===== src/sv/gbr_pkg.sv =====
`timescale 1ns / 1ps
// shared types, constants and helpers for the glyph box renderer
// no dependencies

package gbr_pkg;

  localparam int unsigned COLOR_W    = 32;
  localparam int unsigned BORDER_W   = 8;
  localparam int unsigned VIS_W_W    = 10;
  localparam int unsigned VIS_H_W    = 9;
  localparam int unsigned REGION_H_W = 10;
  localparam int unsigned COUNT_W    = 10;
  localparam int unsigned CFG_IDX_W  = 3;

  localparam int unsigned FRAME_WIDTH_DEF  = 640;
  localparam int unsigned FRAME_HEIGHT_DEF = 480;

  localparam logic [COLOR_W-1:0]    FONT_COLOR_RST     = 32'hFFFF_FFFF;
  localparam logic [COLOR_W-1:0]    FILL_COLOR_RST     = 32'h0000_0000;
  localparam logic [COLOR_W-1:0]    LINE_COLOR_RST     = 32'h0000_0000;
  localparam logic                  FILL_BACKGROUND_RST = 1'b0;
  localparam logic [BORDER_W-1:0]   BORDER_WIDTH_RST   = 8'd0;
  localparam logic [VIS_W_W-1:0]    VISIBLE_WIDTH_RST  = 10'd640;
  localparam logic [VIS_H_W-1:0]    VISIBLE_HEIGHT_RST = 9'd480;
  localparam logic [REGION_H_W-1:0] REGION_HEIGHT_RST  = 10'd50;

  typedef enum logic [CFG_IDX_W-1:0] {
    REG_FONT_COLOR      = 3'd0,
    REG_FILL_COLOR      = 3'd1,
    REG_LINE_COLOR      = 3'd2,
    REG_FILL_BACKGROUND = 3'd3,
    REG_BORDER_WIDTH    = 3'd4,
    REG_VISIBLE_WIDTH   = 3'd5,
    REG_VISIBLE_HEIGHT  = 3'd6,
    REG_REGION_HEIGHT   = 3'd7
  } reg_idx_t;

  typedef struct packed {
    logic [COLOR_W-1:0]    font_color;
    logic [COLOR_W-1:0]    fill_color;
    logic [COLOR_W-1:0]    line_color;
    logic                  fill_background;
    logic [BORDER_W-1:0]   border_width;
    logic [VIS_W_W-1:0]    visible_width;
    logic [VIS_H_W-1:0]    visible_height;
    logic [REGION_H_W-1:0] region_height;
  } cfg_t;

  // raster position of the pixel being rendered
  typedef struct packed {
    logic [COUNT_W-1:0] col;
    logic [COUNT_W-1:0] row;
    logic [COUNT_W-1:0] width;
    logic               row_end;
    logic               region_end;
  } pos_t;

  // zero reads as one, oversize saturates at the frame size
  function automatic logic [COUNT_W-1:0] eff_limit(input logic [COUNT_W-1:0] v,
                                                   input logic [COUNT_W-1:0] top);
    logic [COUNT_W-1:0] res;
    if (v == '0) begin
      res = COUNT_W'(1);
    end else if (v > top) begin
      res = top;
    end else begin
      res = v;
    end
    return res;
  endfunction

endpackage


===== src/sv/osd_glyph_box_renderer.sv =====
`timescale 1ns / 1ps
// top level of the glyph box renderer: config registers, raster counters, color pipe
// depends on gbr_pkg, gbr_cfg_regs, gbr_raster_pos, gbr_color_pipe

// Renders the visible pixels of one text box, one word per pixel in row-major
// order. Each input word carries a glyph bit and the background ARGB pixel; the
// result word carries the ARGB pixel plus end-of-row and end-of-region flags.
// Ink pixels take font_color, other pixels take fill_color when fill_background
// is set and keep the background otherwise; with a nonzero border_width the
// frame (top, left, bottom against region_height, right against the clipped
// width) is painted in line_color. Throughput is one pixel per clock unless
// result_stall holds the pipe; the pixel passes the input register, the color
// border logic and the result register. The raster counters advance once per
// pixel moved into the result register and reset to the top-left corner.
// Configuration words are taken every cycle (cfg_ready is always high) and
// should be written only while no pixel is in flight; index values select the
// registers in order font, fill, line color, fill enable, border width,
// visible width, visible height, region height.

module osd_glyph_box_renderer #(
  parameter int unsigned FRAME_WIDTH  = gbr_pkg::FRAME_WIDTH_DEF,
  parameter int unsigned FRAME_HEIGHT = gbr_pkg::FRAME_HEIGHT_DEF
) (
  input  logic                          clk,
  input  logic                          rst,
  // configuration write channel
  input  logic                          cfg_valid,
  output logic                          cfg_ready,
  input  logic [gbr_pkg::CFG_IDX_W-1:0] cfg_index,
  input  logic [gbr_pkg::COLOR_W-1:0]   cfg_data,
  // pixel input channel
  input  logic                          pixel_valid,
  output logic                          pixel_stall,
  input  logic                          glyph_bit,
  input  logic [gbr_pkg::COLOR_W-1:0]   background_pixel,
  // result channel
  output logic                          result_valid,
  input  logic                          result_stall,
  output logic [gbr_pkg::COLOR_W-1:0]   pixel_out,
  output logic                          row_end,
  output logic                          region_end
);

  gbr_pkg::cfg_t cfg;
  gbr_pkg::pos_t pos;
  logic          advance;

  // register file, written one word at a time
  gbr_cfg_regs u_cfg (
    .clk       (clk),
    .rst       (rst),
    .cfg_valid (cfg_valid),
    .cfg_ready (cfg_ready),
    .cfg_index (cfg_index),
    .cfg_data  (cfg_data),
    .cfg       (cfg)
  );

  // position of the pixel sitting in the input register
  gbr_raster_pos #(
    .FRAME_WIDTH  (FRAME_WIDTH),
    .FRAME_HEIGHT (FRAME_HEIGHT)
  ) u_pos (
    .clk     (clk),
    .rst     (rst),
    .advance (advance),
    .cfg     (cfg),
    .pos     (pos)
  );

  // two-register pipe with color and border select in between
  gbr_color_pipe u_pipe (
    .clk              (clk),
    .rst              (rst),
    .cfg              (cfg),
    .pos              (pos),
    .advance          (advance),
    .pixel_valid      (pixel_valid),
    .pixel_stall      (pixel_stall),
    .glyph_bit        (glyph_bit),
    .background_pixel (background_pixel),
    .result_valid     (result_valid),
    .result_stall     (result_stall),
    .pixel_out        (pixel_out),
    .row_end          (row_end),
    .region_end       (region_end)
  );

endmodule


===== src/sv/gbr_cfg_regs.sv =====
`timescale 1ns / 1ps
// configuration register file of the glyph box renderer
// depends on gbr_pkg

module gbr_cfg_regs (
  input  logic                           clk,
  input  logic                           rst,
  input  logic                           cfg_valid,
  output logic                           cfg_ready,
  input  logic [gbr_pkg::CFG_IDX_W-1:0]  cfg_index,
  input  logic [gbr_pkg::COLOR_W-1:0]    cfg_data,
  output gbr_pkg::cfg_t                  cfg
);

  gbr_pkg::cfg_t regs;

  assign cfg_ready = 1'b1;
  assign cfg       = regs;

  always_ff @(posedge clk) begin
    if (rst) begin
      regs.font_color      <= gbr_pkg::FONT_COLOR_RST;
      regs.fill_color      <= gbr_pkg::FILL_COLOR_RST;
      regs.line_color      <= gbr_pkg::LINE_COLOR_RST;
      regs.fill_background <= gbr_pkg::FILL_BACKGROUND_RST;
      regs.border_width    <= gbr_pkg::BORDER_WIDTH_RST;
      regs.visible_width   <= gbr_pkg::VISIBLE_WIDTH_RST;
      regs.visible_height  <= gbr_pkg::VISIBLE_HEIGHT_RST;
      regs.region_height   <= gbr_pkg::REGION_HEIGHT_RST;
    end else if (cfg_valid && cfg_ready) begin
      case (gbr_pkg::reg_idx_t'(cfg_index))
        gbr_pkg::REG_FONT_COLOR:      regs.font_color      <= cfg_data;
        gbr_pkg::REG_FILL_COLOR:      regs.fill_color      <= cfg_data;
        gbr_pkg::REG_LINE_COLOR:      regs.line_color      <= cfg_data;
        gbr_pkg::REG_FILL_BACKGROUND: regs.fill_background <= cfg_data[0];
        gbr_pkg::REG_BORDER_WIDTH:
          regs.border_width <= cfg_data[gbr_pkg::BORDER_W-1:0];
        gbr_pkg::REG_VISIBLE_WIDTH:
          regs.visible_width <= cfg_data[gbr_pkg::VIS_W_W-1:0];
        gbr_pkg::REG_VISIBLE_HEIGHT:
          regs.visible_height <= cfg_data[gbr_pkg::VIS_H_W-1:0];
        gbr_pkg::REG_REGION_HEIGHT:
          regs.region_height <= cfg_data[gbr_pkg::REGION_H_W-1:0];
        default: ;
      endcase
    end
  end

endmodule


===== src/sv/gbr_raster_pos.sv =====
`timescale 1ns / 1ps
// column and row counters with end of row and end of region flags
// depends on gbr_pkg

module gbr_raster_pos #(
  parameter int unsigned FRAME_WIDTH  = gbr_pkg::FRAME_WIDTH_DEF,
  parameter int unsigned FRAME_HEIGHT = gbr_pkg::FRAME_HEIGHT_DEF
) (
  input  logic          clk,
  input  logic          rst,
  input  logic          advance,
  input  gbr_pkg::cfg_t cfg,
  output gbr_pkg::pos_t pos
);

  logic [gbr_pkg::COUNT_W-1:0] col;
  logic [gbr_pkg::COUNT_W-1:0] row;
  logic [gbr_pkg::COUNT_W-1:0] col_next;
  logic [gbr_pkg::COUNT_W-1:0] row_next;
  logic [gbr_pkg::COUNT_W-1:0] width;
  logic [gbr_pkg::COUNT_W-1:0] height;
  logic                        row_end;
  logic                        region_end;

  assign width  = gbr_pkg::eff_limit(cfg.visible_width,
                                     gbr_pkg::COUNT_W'(FRAME_WIDTH));
  assign height = gbr_pkg::eff_limit({1'b0, cfg.visible_height},
                                     gbr_pkg::COUNT_W'(FRAME_HEIGHT));

  // past-the-end counts (limits lowered mid-stream) also close the row
  assign row_end    = col >= (width - gbr_pkg::COUNT_W'(1));
  assign region_end = row_end && (row >= (height - gbr_pkg::COUNT_W'(1)));

  always_comb begin
    col_next = col;
    row_next = row;
    if (row_end) begin
      col_next = '0;
      row_next = region_end ? '0 : row + gbr_pkg::COUNT_W'(1);
    end else begin
      col_next = col + gbr_pkg::COUNT_W'(1);
    end
  end

  always_ff @(posedge clk) begin
    if (rst) begin
      col <= '0;
      row <= '0;
    end else if (advance) begin
      col <= col_next;
      row <= row_next;
    end
  end

  assign pos.col        = col;
  assign pos.row        = row;
  assign pos.width      = width;
  assign pos.row_end    = row_end;
  assign pos.region_end = region_end;

  a_row_wrap: assert property (@(posedge clk) disable iff (rst)
    advance && row_end |=> col == '0)
    else $error("column did not wrap at end of row");

  a_col_step: assert property (@(posedge clk) disable iff (rst)
    advance && !row_end |=> col == $past(col) + gbr_pkg::COUNT_W'(1) && $stable(row))
    else $error("column step wrong inside a row");

  a_hold: assert property (@(posedge clk) disable iff (rst)
    !advance |=> $stable(col) && $stable(row))
    else $error("position moved without a pixel");

  a_region_in_row: assert property (@(posedge clk) disable iff (rst)
    region_end |-> row_end)
    else $error("end of region off the end of a row");

endmodule


===== src/sv/gbr_color_pipe.sv =====
`timescale 1ns / 1ps
// input register, color and border selection, result register
// depends on gbr_pkg

module gbr_color_pipe (
  input  logic                        clk,
  input  logic                        rst,
  input  gbr_pkg::cfg_t               cfg,
  input  gbr_pkg::pos_t               pos,
  output logic                        advance,
  input  logic                        pixel_valid,
  output logic                        pixel_stall,
  input  logic                        glyph_bit,
  input  logic [gbr_pkg::COLOR_W-1:0] background_pixel,
  output logic                        result_valid,
  input  logic                        result_stall,
  output logic [gbr_pkg::COLOR_W-1:0] pixel_out,
  output logic                        row_end,
  output logic                        region_end
);

  logic                        in_full;
  logic                        in_glyph;
  logic [gbr_pkg::COLOR_W-1:0] in_bg;
  logic                        out_free;
  logic                        on_border;
  logic [gbr_pkg::COLOR_W-1:0] base_color;
  logic [gbr_pkg::COLOR_W-1:0] pix_next;
  logic [gbr_pkg::COUNT_W:0]   row_plus_bw;
  logic [gbr_pkg::COUNT_W:0]   col_plus_bw;

  assign out_free    = !result_valid || !result_stall;
  assign advance     = in_full && out_free;
  assign pixel_stall = in_full && !out_free;

  // sums in one extra bit so the signed edge differences need no sign logic
  assign row_plus_bw = {1'b0, pos.row} + (gbr_pkg::COUNT_W+1)'(cfg.border_width);
  assign col_plus_bw = {1'b0, pos.col} + (gbr_pkg::COUNT_W+1)'(cfg.border_width);

  always_comb begin
    if (in_glyph) begin
      base_color = cfg.font_color;
    end else if (cfg.fill_background) begin
      base_color = cfg.fill_color;
    end else begin
      base_color = in_bg;
    end
    on_border = (cfg.border_width != '0) &&
                ((pos.row < gbr_pkg::COUNT_W'(cfg.border_width)) ||
                 ((gbr_pkg::COUNT_W+1)'(cfg.region_height) <= row_plus_bw) ||
                 (pos.col < gbr_pkg::COUNT_W'(cfg.border_width)) ||
                 ((gbr_pkg::COUNT_W+1)'(pos.width) <= col_plus_bw));
    pix_next = on_border ? cfg.line_color : base_color;
  end

  always_ff @(posedge clk) begin
    if (rst) begin
      in_full      <= 1'b0;
      result_valid <= 1'b0;
    end else begin
      if (!in_full || out_free) begin
        in_full <= pixel_valid;
      end
      if (out_free) begin
        result_valid <= in_full;
      end
    end
  end

  always_ff @(posedge clk) begin
    if (pixel_valid && !pixel_stall) begin
      in_glyph <= glyph_bit;
      in_bg    <= background_pixel;
    end
    if (advance) begin
      pixel_out  <= pix_next;
      row_end    <= pos.row_end;
      region_end <= pos.region_end;
    end
  end

  a_no_stall_empty: assert property (@(posedge clk) disable iff (rst)
    !in_full |-> !pixel_stall)
    else $error("stall raised with an empty input register");

  a_result_from_input: assert property (@(posedge clk) disable iff (rst)
    $rose(result_valid) |-> $past(in_full))
    else $error("result appeared with no pixel behind it");

  a_region_flag: assert property (@(posedge clk) disable iff (rst)
    result_valid && region_end |-> row_end)
    else $error("end of region flagged off the end of a row");

endmodule

===== config.mk =====
export PLATFORM = sky130hd
export DESIGN_NAME = osd_glyph_box_renderer
export DESIGN_NICKNAME = d
export VERILOG_FILES = /design/src/sv/gbr_pkg.sv /design/src/sv/osd_glyph_box_renderer.sv /design/src/sv/gbr_cfg_regs.sv /design/src/sv/gbr_raster_pos.sv /design/src/sv/gbr_color_pipe.sv
export SDC_FILE = /design/constraint.sdc
export NUM_CORES = 1
export LEC_CHECK = 0
export BUFFER_PORTS_ARGS = -buffer_cell sky130_fd_sc_hd__buf_2
export CAP_MARGIN = 20
export CORE_ASPECT_RATIO = 1.5
export CORE_MARGIN = 5
export CORE_UTILIZATION = 60
export DETAILED_ROUTE_END_ITERATION = 6
export PLACE_DENSITY = 0.78
export RECOVER_POWER = 50
export SYNTH_ARGS = -nofsm -noshare
export SYNTH_HDL_FRONTEND = slang
export SYNTH_SLANG_ARGS = --single-unit

===== constraint.sdc =====
create_clock -name clk -period 5.15 [get_ports clk]
set_clock_uncertainty 0.05 [all_clocks]
set_input_delay 0.2575 -clock clk [delete_from_list [all_inputs] [get_ports clk]]
set_output_delay 0.2575 -clock clk [all_outputs]
set_load 0.01 [all_outputs]

After elaboration in Yosys (flattened, before gate mapping):

Cells that the tools add are included.

* register bits after elaboration: 223
* latch bits: 0
* RAM bits: 0
* ROM bits: 0
* input port bits: 73
* output and inout bits: 37
* logic and storage cells: 75
* memories kept: 0

* add/sub/neg operators: 6
* $mul: 0
* divide/modulo/power cells: 0
* order comparisons: 8
* equality and inequality tests: 7
* shifts and indexed selects: 0
* mux-type cells: 9
* bitwise logic cells: 0
* reductions and logical operators: 28

Operators with widths (number)
* 32-bit 2-to-1 mux: 3
* 10-bit 2-to-1 mux: 5
* 10-bit by 8-bit adder with 11-bit output: 2
* 10-bit by 11-bit less-or-equal comparator with 1-bit output: 2
* 10-bit by 1-bit adder with 10-bit output (second input constant): 2
* 10-bit greater-or-equal comparator: 2
* 10-bit by 8-bit < comparator with 1-bit output: 2
* 10-bit by 1-bit subtractor with 10-bit output (second input constant): 2
* 2-bit AND reduction: 9
* 3-bit == test (second input constant): 4
* 10-bit > comparator (second input constant): 1
* 10-bit zero test: 1
* 9-bit > comparator (second input constant): 1
* 9-bit zero test: 1
* 9-bit 2-to-1 mux: 1
* 8-bit nonzero test: 1
* 3-bit by 2-bit == test with 1-bit output (second input constant): 2
* 1-bit logical AND: 5
* 1-bit zero test: 5
* 1-bit logical OR: 5
* 3-bit by 1-bit == test with 1-bit output (second input constant): 1
* 3-bit zero test: 1

Longest topological paths before layout:

Gate-level depths: netlist of run 1.

* depth in word-level cells: 7
* mapped depth: 19
* gate-level depth less buffers: 17

Hierarchy:

From an unflattened synthesis of run 1, not the netlist that was laid out.

* cells, all modules: 1164
* area total of the unflattened synthesis: 11962.7 µm²

Modules (own cells, without submodules)
* gbr_cfg_regs: instances 1, cells an instance 513, area an instance 5401.4 µm², seq. area each 2682.6 µm²
* gbr_color_pipe: instances 1, cells an instance 412, area an instance 4672.0 µm², seq. area each 2052.0 µm²
* gbr_raster_pos: instances 1, cells an instance 239, area an instance 1889.3 µm², seq. area each 400.4 µm²

Worst setup path before layout of run 1:

OpenSTA, ideal clock, no wires.

* kind: reg-to-reg
* start: register u_cfg.regs (netlist bit u_cfg.cfg[30])
* end: register u_pipe.pixel_out[10] (netlist bit), data pin
* setup time: 0.260 ns
* data arrival time: 3.874 ns
* required time: 4.840 ns
* slack: 0.966 ns
* cell stages (with the launch flop): 18
* buffers on the path: 1
* path through: dfxtp_1 -> inv_1 -> ha_1 -> nand2b_1 -> a21oi_1 -> a21oi_1 -> or3_1 -> a31oi_1 -> nor2_1 -> xnor2_1 -> ha_1 -> and4_1 -> nand3_1 -> or4_1 -> a211oi_2 -> o41ai_4 -> buf_6 -> mux2_4

* longest elaborated chain between the ends: 7
* elaborated cells on any way between the ends: 12
* classes of those cells: add/sub: 2; order compare: 4; mux: 1; reduce/logical: 5

RTL lines
* start, declared: RTL line gbr_cfg_regs.sv:15 `gbr_pkg::cfg_t regs;`
* 10-bit by 8-bit adder with 11-bit output: RTL line gbr_color_pipe.sv:37 `assign row_plus_bw = {1'b0, pos.row} + (gbr_pkg::COUNT_W+1)'(cfg.border_width);`
* 10-bit by 11-bit less-or-equal comparator with 1-bit output: RTL line gbr_color_pipe.sv:50 `((gbr_pkg::COUNT_W+1)'(cfg.region_height) <= row_plus_bw) ||`
* 1-bit logical OR: RTL line gbr_color_pipe.sv:49 `((pos.row < gbr_pkg::COUNT_W'(cfg.border_width)) ||`
* 1-bit logical OR: RTL line gbr_color_pipe.sv:50
* 1-bit logical OR: RTL line gbr_color_pipe.sv:51 `(pos.col < gbr_pkg::COUNT_W'(cfg.border_width)) ||`
* 1-bit logical AND (*): RTL line gbr_color_pipe.sv:48 `on_border = (cfg.border_width != '0) &&`
* 32-bit 2-to-1 mux (*): RTL line gbr_color_pipe.sv:53 `pix_next = on_border ? cfg.line_color : base_color;`
* via u_pipe.pix_next, one bit: RTL line gbr_color_pipe.sv:28 `logic [gbr_pkg::COLOR_W-1:0] pix_next;`
* end signal, assigned: RTL line gbr_color_pipe.sv:76 `pixel_out <= pix_next;`
* end, declared: RTL line gbr_color_pipe.sv:17 `output logic [gbr_pkg::COLOR_W-1:0] pixel_out,`

Mark *: on every way through the listed nets, which the timed path passes. The rest lies on a longest branch.
A chain may end at the register's enable or synchronous reset.

Final worst setup path of run 1:

* start: register u_cfg.regs (netlist bit u_cfg.cfg[30])
* end: register u_pipe.pixel_out[29] (netlist bit), data pin

The elaborated chain is that of the path after synthesis.

==> results of run 1 <==
[cells in the final DEF, fill, tap and decap left out, types with 48 or more instances in the layout]
master	netlist	final
a21oi_1	114	114
buf_2	0	68
clkbuf_1	53	49
dfxtp_1	156	155
dlygate4sd3_1	0	56
edfxtp_1	67	67
ha_1	75	75
nand2_1	315	315
nand3_1	48	48
nor2_1	61	59
[final cells by class]
cell class / count / area, um^2
inverters: 30 / 113
multi-input cells: 914 / 5730
fillers: 1421 / 5330
clock buffers: 30 / 612
flip-flops and latches: 223 / 5140
clock inverters: 10 / 77.6
well taps: 252 / 315
repair buffers: 178 / 1160
[logic make-up after synthesis]
family	share of synthesized area [%]
flip-flops	45.9
multiplexers	8.26
AO/OA/AOI/OAI	11.9
other	0.0335
adder cells (fa/ha/maj)	8.74
AND/OR/NAND/NOR	19.1
XOR/XNOR	2.90
buffers and inverters	3.22
[flip-flops by register name (all words and copies together), names as in the netlist]
name                 flops
u_cfg.cfg              134
u_pipe.in_bg            32
u_pipe.in_full           1
u_pipe.in_glyph          1
u_pipe.pixel_out        32
u_pipe.region_end        1
u_pipe.result_valid      1
u_pipe.row_end           1
u_pos.col               10
u_pos.row               10
[synthesized netlist by cell type (all sizes together) (3+ instances only)]
master,n,area [um^2]
a21o,6,45.0
nor2,61,229
nor3,12,60.1
xor2,12,105
and2,5,33.8
edfxtp,67,2010
mux2,33,484
or3,7,47.5
nor2b,8,50.1
nand2,317,1190
nand4,6,37.5
clkbuf,53,199
xnor2,25,219
a2111oi,5,62.6
a22oi,3,22.5
a21oi,114,571
ha,75,938
dfxtp,156,3120
o21ai,48,240
o211ai,8,60.1
and3,8,50.1
nand2b,7,43.8
o21bai,5,37.5
nor4,8,50.1
inv,29,109
or2,4,27.5
buf,6,48.8
a211o,3,26.3
mux2i,44,440
o21a,6,45.0
nand3,48,240
[what timing repair did]
item,CTS,global route
hold endpoints to repair,99,0
resized for setup,0,0
hold buffers,56,0
[power groups by stage]
stage	Combinational, mW	Sequential [mW]	Clock [mW]
2_1_floorplan	0.256	1.95	0
3_3_place_gp	0.377	1.96	0
3_5_place_dp	0.386	1.96	0
4_1_cts	0.421	1.92	1.56
5_1_grt	0.461	1.93	1.64
6_report	0.422	1.92	1.55
[metal layers]
layer | vias up | global-route usage, % | part of all wire (%)
met2 | 336 | 53.7 | 54
met3 | 97 | 3.81 | 5.6
li1 | 4520 | - | -
met5 | - | 0 | 0.023
met4 | 2 | 12.5 | 4.1
met1 | 4457 | 30.5 | 36
[worst min path at each step]
stage | cells after the start | endpoint
after floorplan | 0 | u_pipe.in_bg[0]$_DFFE_PP_
after global placement | 1 | u_pipe.in_bg[12]$_DFFE_PP_
after detailed placement | 1 | u_pipe.in_bg[11]$_DFFE_PP_
after CTS | 3 | u_pipe.result_valid$_SDFFE_PP0P_
after global routing | 3 | u_cfg.cfg[9]$_SDFFE_PP0P_
final | 3 | u_pipe.result_valid$_SDFFE_PP0P_
[critical path, cell delays in order (launching register included)]
cell and delay, ps:
dfxtp_1 420, inv_1 150, ha_1 320, nand2b_1 150, a21oi_1 220, a21oi_1 120
or3_1 320, a31oi_1 220, nor2_1 80, xnor2_1 130, ha_1 290, and4_1 190
nand3_1 170, or4_1 570, a211oi_2 290, o41ai_4 130, buf_12 210, mux2_4 320
==> out/metrics.yaml, run 1 <==
placed_design:
  placed_cell_area_um2: 11900
  place_inst: 1540
  dp_slack_ps: 590
  gp_congestion: 0.922
  portBuffers: 108
  dpl.hpwl_mm: 19.0
cells_and_area:
  fin_cells: 1637
  final_cell_area_um2: 13100
  insertedDiodeCount: 0
  drive_above_1_share_pct: 11.7
  fin_util_pct: 71.1
  nets: 1519
  area_delta_synth_final_pct: 17.4
worst_setup_path:
  crit_path_end_kind: "flip-flop"
  critPathLaunch: "u_cfg.cfg[30]$_SDFFE_PP0P_"
  worstPathArrival_ps: 4820
  r2r-start: "u_cfg.cfg[30]$_SDFFE_PP0P_"
  r2r_cells: 17
  start_kind: "flip-flop"
  critPathMaxFanout: 32
  r2r_setup_slack_ps: 530
  rr_endpoint: "u_pipe.pixel_out[29]$_DFFE_PP_"
  crit_type: "flip-flop to flip-flop"
  crit_path_end: "u_pipe.pixel_out[29]$_DFFE_PP_"
  required_ps: 5350
pwr:
  irDropWorstVdd_mv: 0.345
  report.power.total_mw: 3.90
  power_density_nw_per_um2: 296
  switching_power_mw: 0.935
  power_frac_seq_pct: 49.3
  combPwrFrac_pct: 10.8
  p_int_mw: 2.96
  clkPwrFrac_pct: 39.8
  sw_frac_of_total_pct: 24.0
  p_leak_nw: 5.35
sta:
  finalHoldViolCount: 0
  max_freq_mhz: 216
  drv_slew: 178
  whs_ps: 16.6
  relSlewSlack_pct: -91.1
  fin_crit_sh_pct: 89.7
  fin_crit_ps: 4620
  fin_setup_tns_ps: 0
  setup_violations: 0
  grt_setup_unrepaired: "false"
  fin_ws_ps: 529
  worst_pin_slew_ps: 2870
detailed_routing:
  wl_mm: 29.8
  drtPass1Iterations: 7
  vias: 9412
  avgViaCountPerCell: 5.75
  antenna_left: 0
  detail_route.wl_per_cell_um: 18.2
  drc: 1
  first_iter_violations: 592
status:
  status: "finished, violations left"
  violations: "DRC, capacitance limit, slew limit"
job:
  cap_violations: 4
min_path:
  hold_path_class: "input pin to flip-flop"
  worstHoldStart: "result_stall"
yosys:
  synthArstFlopShare_pct: 0
  synth_cell_types: 69
  ys_ff_latch: 223
  seq_area_frac_synth_pct: 45.9
  dominantRegCellSynth: "dfxtp_1"
  yosysWarningCount: 0
  syn_area_um2: 11200
  synth_edf_count: 67
  syn_avg_cell_area_um2: 9.14
  synthCells: 1225
die:
  die_area_um2: 21500
  die-width_um: 122
  die_y_um: 177
  initial_utilization_pct: 60.6
  rows: 61
  coreArea_um2: 18500
  ios: 110
clocking:
  cts_made_buffers: 22
  worstSkewPairLatency_ps: 510
  htreeDepth: 1
  clock_tree.root_cell: "clkbuf_16"
  cts_tree: "yes"
  path_clk_slew_ps: 60
  cts_setup_buffers: 0
  cts_max_path_buffers: 3
  cts.sinks: 223
grt:
  gr-total-overflow: 0
  grt_max_degree: 65
  grtUsageTotal_pct: 28.2
  grt_pass1_wl_mm: 48.6
  grt_pass1_vias: 9682
  antenna_found_initial: 1
Power figures use the tool's default switching activity.
==> inputs of run 2 (changes only) <==
Settings changed: CELL_PAD_IN_SITES_DETAIL_PLACEMENT set to 2, CELL_PAD_IN_SITES_GLOBAL_PLACEMENT set to 2, CORE_UTILIZATION 60 to 38, CTS_BUF_LIST set to sky130_fd_sc_hd__clkbuf_2 sky130_fd_sc_hd__clkbuf_4 sky130_fd_sc_hd__clkbuf_8, PLACE_DENSITY 0.78 to 0.79.
==> out/metrics.yaml, run 2 (same netlist as run 1, synthesis figures left out) <==
sta:
  fin_setup_tns_ps: 0
  worst_pin_slew_ps: 2650
  max_freq_mhz: 209
  relSlewSlack_pct: -76.4
  setup_violations: 0
  fin_crit_sh_pct: 93.1
  finalHoldViolCount: 0
  fin_crit_ps: 4800
  grt_setup_unrepaired: "false"
  drv_slew: 232
detailed_routing:
  detail_route.wl_per_cell_um: 23.1
  antenna_left: 0
  wl_mm: 41.9
  avgViaCountPerCell: 5.41
  first_iter_violations: 367
  vias: 9833
  drc: 0
  drtPass1Iterations: 4
clocking:
  htreeDepth: 2
  cts.sinks: 223
  cts_setup_buffers: 0
  clock_tree.root_cell: "clkbuf_8"
  worstSkewPairLatency_ps: 570
  cts_max_path_buffers: 3
  path_clk_slew_ps: 60
  cts_tree: "yes"
  cts_made_buffers: 38
status:
  violations: "capacitance limit, slew limit"
  status: "finished, violations left"
placed_design:
  dpl.hpwl_mm: 25.9
  portBuffers: 108
  gp_congestion: 0.858
min_path:
  hold_path_class: "input pin to flip-flop"
pwr:
  sw_frac_of_total_pct: 26.4
  p_leak_nw: 5.46
  p_int_mw: 3.06
  clkPwrFrac_pct: 42.6
  combPwrFrac_pct: 11.0
  power_density_nw_per_um2: 308
  power_frac_seq_pct: 46.4
  report.power.total_mw: 4.15
  irDropWorstVdd_mv: 0.202
  switching_power_mw: 1.10
worst_setup_path:
  required_ps: 5400
  worstPathArrival_ps: 5040
  cpPeakStageDelay_ps: 560
  path_buf_inv: 2
  critPathMaxFanout: 32
  path_cells: "inv_1, ha_1, and2b_1, a21oi_1, a21oi_1, or3_1, a31oi_1, nor2_1, xnor2_1, ha_1, and4_1, nand3_1, or4_1, a211oi_2, o41ai_4, buf_12, mux2_4"
  crit_type: "flip-flop to flip-flop"
  crit_path_end_kind: "flip-flop"
  start_kind: "flip-flop"
  slowest_stage: "or4_1"
  critPathTopFamily: "simple AND/OR/NAND/NOR gates"
grt:
  grt_pass1_wl_mm: 64.7
  grtUsageTotal_pct: 25.5
  grt_pass1_vias: 11162
  grt_max_degree: 77
  gr-total-overflow: 0
  antenna_found_initial: 2
die:
  rows: 77
  ios: 110
  die-width_um: 150
  coreArea_um2: 29300
  die_y_um: 220
  die_area_um2: 33100
  initial_utilization_pct: 38.2
cells_and_area:
  insertedDiodeCount: 0
  nFillCells: 3270
  layout_commonest_cell: "nand2_1"
  nets: 1543
  largest_reg_flops: 134
  area_delta_synth_final_pct: 20.5
  drive_above_1_share_pct: 13.4
  layout_common_cells: "nand2_1 (314), dfxtp_1 (155), a21oi_1 (114)"
job:
  cap_violations: 6
## run 2: changes by cell type in the layout (fill, tap and decap cells not counted), moves of 3 or more
| cell | previous run | this run |
|---|---|---|
| buf_2 | 68 | 54 |
| clkinv_1 | 6 | 2 |
| clkbuf_4 | 0 | 16 |
| buf_4 | 10 | 13 |
| clkbuf_16 | 23 | 0 |
| clkbuf_1 | 49 | 57 |
| clkbuf_8 | 1 | 46 |
| dlygate4sd3_1 | 56 | 60 |
## run 2: metal layers
layer | track usage, % | up-vias | routed length, um
li1 | - | 4570 | -
met1 | 27.0 | 4955 | 15800
met2 | 49.9 | 207 | 23000
met3 | 4.08 | 97 | 1510
met4 | 9.77 | 4 | 1600
met5 | 0 | - | 34
## run 2: final cells by class
type                    count  area [um^2]  share of cell area, %
multi-input cells         914         5720                   42.4
well taps                 395          494                   3.66
flip-flops and latches    223         5140                   38.1
repair buffers            186         1210                   8.95
clock inverters             6         63.8                  0.473
inverters                  30          113                  0.835
clock buffers              62          753                   5.58
## run 2: tightest hold or removal path, delay by kind of cell
kind                   cells  cell delay, ps
and+or+nand+nor            1              90
buffers and inverters      1             190
AOI/OAI and AO/OA          1              50
## run 2: per-stage QoR
stage	hold WS, ps	area [um^2]	worst slack, ps	util, %	cells
after detailed placement	386	12200	397	41.5	1687
final	26.3	13500	354	46.0	1816
after CTS	0.277	13600	354	46.4	1815
after global routing	14.7	13500	134	46.0	1816
after global placement	384	12200	606	41.5	1687
after floorplan	306	11200	966	-	1226
## run 2: worst paths after layout
kind	startpoint	end	slack (ps)	depth (start not counted)
worst max-delay path	u_cfg.cfg[31]$_SDFFE_PP0P_	u_pipe.pixel_out[15]$_DFFE_PP_	350	17
worst min-delay path	cfg_data[6]	u_cfg.cfg[6]$_SDFFE_PP0P_	30	3
worst max register to register	u_cfg.cfg[31]$_SDFFE_PP0P_	u_pipe.pixel_out[15]$_DFFE_PP_	350	17
worst min register to register	u_cfg.cfg[38]$_SDFFE_PP0P_	u_cfg.cfg[38]$_SDFFE_PP0P_	410	2
## run 2: what timing repair did
| item | in CTS | in global routing |
|---|---|---|
| hold endpoints to repair | 109 | 0 |
| resized for setup | 0 | 0 |
| hold buffers | 60 | 0 |
## run 2: power groups by stage
| stage | Combinational (mW) | Sequential [mW] | Clock (mW) |
|---|---|---|---|
| finish | 0.458 | 1.93 | 1.77 |
| global route | 0.496 | 1.93 | 1.88 |
| CTS | 0.458 | 1.92 | 1.78 |
| detailed placement | 0.421 | 1.96 | 0 |
| global placement | 0.403 | 1.96 | 0 |
| floorplan | 0.256 | 1.95 | 0 |
==> inputs of run 3 (changes only) <==
Settings changed: BUFFER_PORTS_ARGS -buffer_cell sky130_fd_sc_hd__buf_2 to not set, CORE_UTILIZATION 38 to 41, DONT_BUFFER_PORTS set to 1.
Clock period 5.15 ns to 5.4 ns, I/O delays scaled along.
==> out/metrics.yaml, run 3 (same netlist as run 1, synthesis figures left out) <==
worst_setup_path:
  critPathMaxFanout: 32
  start_kind: "flip-flop"
  crit_path_end: "u_pipe.pixel_out[0]$_DFFE_PP_"
  crit_path_end_kind: "flip-flop"
  critPathLaunch: "u_cfg.cfg[30]$_SDFFE_PP0P_"
  worstPathArrival_ps: 5090
  required_ps: 5650
  rr_endpoint: "u_pipe.pixel_out[0]$_DFFE_PP_"
  r2r_setup_slack_ps: 560
  r2r_cells: 17
  r2r-start: "u_cfg.cfg[30]$_SDFFE_PP0P_"
  crit_type: "flip-flop to flip-flop"
sta:
  setup_violations: 0
  fin_crit_ps: 4840
  fin_ws_ps: 558
  relSlewSlack_pct: -75.3
  max_freq_mhz: 207
  drv_slew: 142
  fin_crit_sh_pct: 89.7
  worst_pin_slew_ps: 2630
  grt_setup_unrepaired: "false"
  finalHoldViolCount: 0
  fin_setup_tns_ps: 0
grt:
  grt_max_degree: 98
  antenna_found_initial: 1
  grtUsageTotal_pct: 26.4
  gr-total-overflow: 0
  grt_pass1_vias: 10714
  grt_pass1_wl_mm: 62.0
pwr:
  power_frac_seq_pct: 47.2
  p_leak_nw: 5.24
  report.power.total_mw: 3.91
  clkPwrFrac_pct: 42.6
  power_density_nw_per_um2: 299
  combPwrFrac_pct: 10.2
  switching_power_mw: 1.02
  irDropWorstVdd_mv: 0.282
  p_int_mw: 2.89
  sw_frac_of_total_pct: 26.1
detailed_routing:
  wl_mm: 40.7
  avgViaCountPerCell: 5.65
  antenna_left: 0
  first_iter_violations: 329
  drtPass1Iterations: 4
  drc: 0
  vias: 9408
  detail_route.wl_per_cell_um: 24.4
cells_and_area:
  area_delta_synth_final_pct: 16.9
  layout_commonest_cell: "nand2_1"
  largest_reg_flops: 134
  insertedDiodeCount: 0
  layout_common_cells: "nand2_1 (315), dfxtp_1 (155), a21oi_1 (114)"
  drive_above_1_share_pct: 10.4
  fin_util_pct: 48.2
  nets: 1443
  final_cell_area_um2: 13100
die:
  coreArea_um2: 27100
  die_area_um2: 30800
  rows: 74
  die-width_um: 145
  die_y_um: 212
  initial_utilization_pct: 41.3
  ios: 110
clocking:
  cts_made_buffers: 38
  cts_setup_buffers: 0
  htreeDepth: 2
  cts_tree: "yes"
  cts_max_path_buffers: 3
  clock_tree.root_cell: "clkbuf_8"
  worstSkewPairLatency_ps: 560
  path_clk_slew_ps: 70
  cts.sinks: 223
placed_design:
  portBuffers: 0
  dp_slack_ps: 685
  dpl.hpwl_mm: 24.7
  gp_congestion: 0.868
  placed_cell_area_um2: 11500
status:
  violations: "capacitance limit, slew limit"
  status: "finished, violations left"
min_path:
  hold_path_class: "input pin to flip-flop"
job:
  cap_violations: 2
[run 3: cell count changes in the layout (fill, tap and decap cells not counted), moves of 2 or more]
cell,change
nor2_4,+2
dlygate4sd3_1,+12
clkbuf_4,+2
buf_2,-54
nor2_2,-2
clkbuf_1,-56
buf_4,-5
clkbuf_8,+2
[run 3: area by class of cell]
cell class,count,area [um^2]
fillers,2917,14000
multi-input cells,914,5740
flip-flops and latches,223,5140
repair buffers,86,856
clock buffers,65,788
well taps,342,428
inverters,30,113
clock inverters,4,27.5
[run 3: critical path: stages, from the launching register on]
cell	delay (ps)
dfxtp_1	410
inv_1	160
ha_1	340
nand2b_1	140
a21oi_1	290
a21oi_1	180
or3_1	340
a31oi_1	230
nor2_1	80
xnor2_1	140
ha_1	310
and4_1	190
nand3_1	180
a2111oi_4	320
a211oi_2	80
o41ai_4	410
buf_12	320
mux2_2	370
[run 3: worst min-delay path by stage]
stage | from | to | cells after the start
after CTS | cfg_index[1] | u_cfg.cfg[31]$_SDFFE_PP0P_ | 3
final | cfg_index[2] | u_cfg.cfg[36]$_SDFFE_PP0P_ | 4
after global routing | pixel_valid | u_pipe.in_bg[28]$_DFFE_PP_ | 1
after global placement | rst | u_cfg.cfg[98]$_SDFFE_PP0P_ | 1
after floorplan | background_pixel[0] | u_pipe.in_bg[0]$_DFFE_PP_ | 0
after detailed placement | rst | u_cfg.cfg[97]$_SDFFE_PP0P_ | 1
[run 3: stage by stage]
stage,instances,hold WS [ps]
global placement,1519,300
detailed placement,1519,302
global route,1664,41.0
floorplan,1226,319
CTS,1660,9.79
finish,1664,32.0
[run 3: power groups by stage]
stage	Clock, mW	Combinational [mW]	Sequential (mW)
finish	1.67	0.397	1.85
CTS	1.68	0.390	1.84
detailed placement	0	0.307	1.88
floorplan	0	0.244	1.86
global route	1.77	0.430	1.85
global placement	0	0.291	1.88
[run 3: routing by layer]
layer	up-vias	share of wire (%)	global-route usage, %	wire, um
met5	-	0	0	0
met1	4754	37	28.5	15200
met2	202	55	50.0	22200
li1	4367	-	-	-
met4	0	3.8	10.3	1530
met3	85	4.2	4.73	1730
[run 3: timing repair]
action | CTS | global route
gates resized for setup | 0 | 0
endpoints found under the hold margin | 177 | 1
hold buffers | 72 | 1
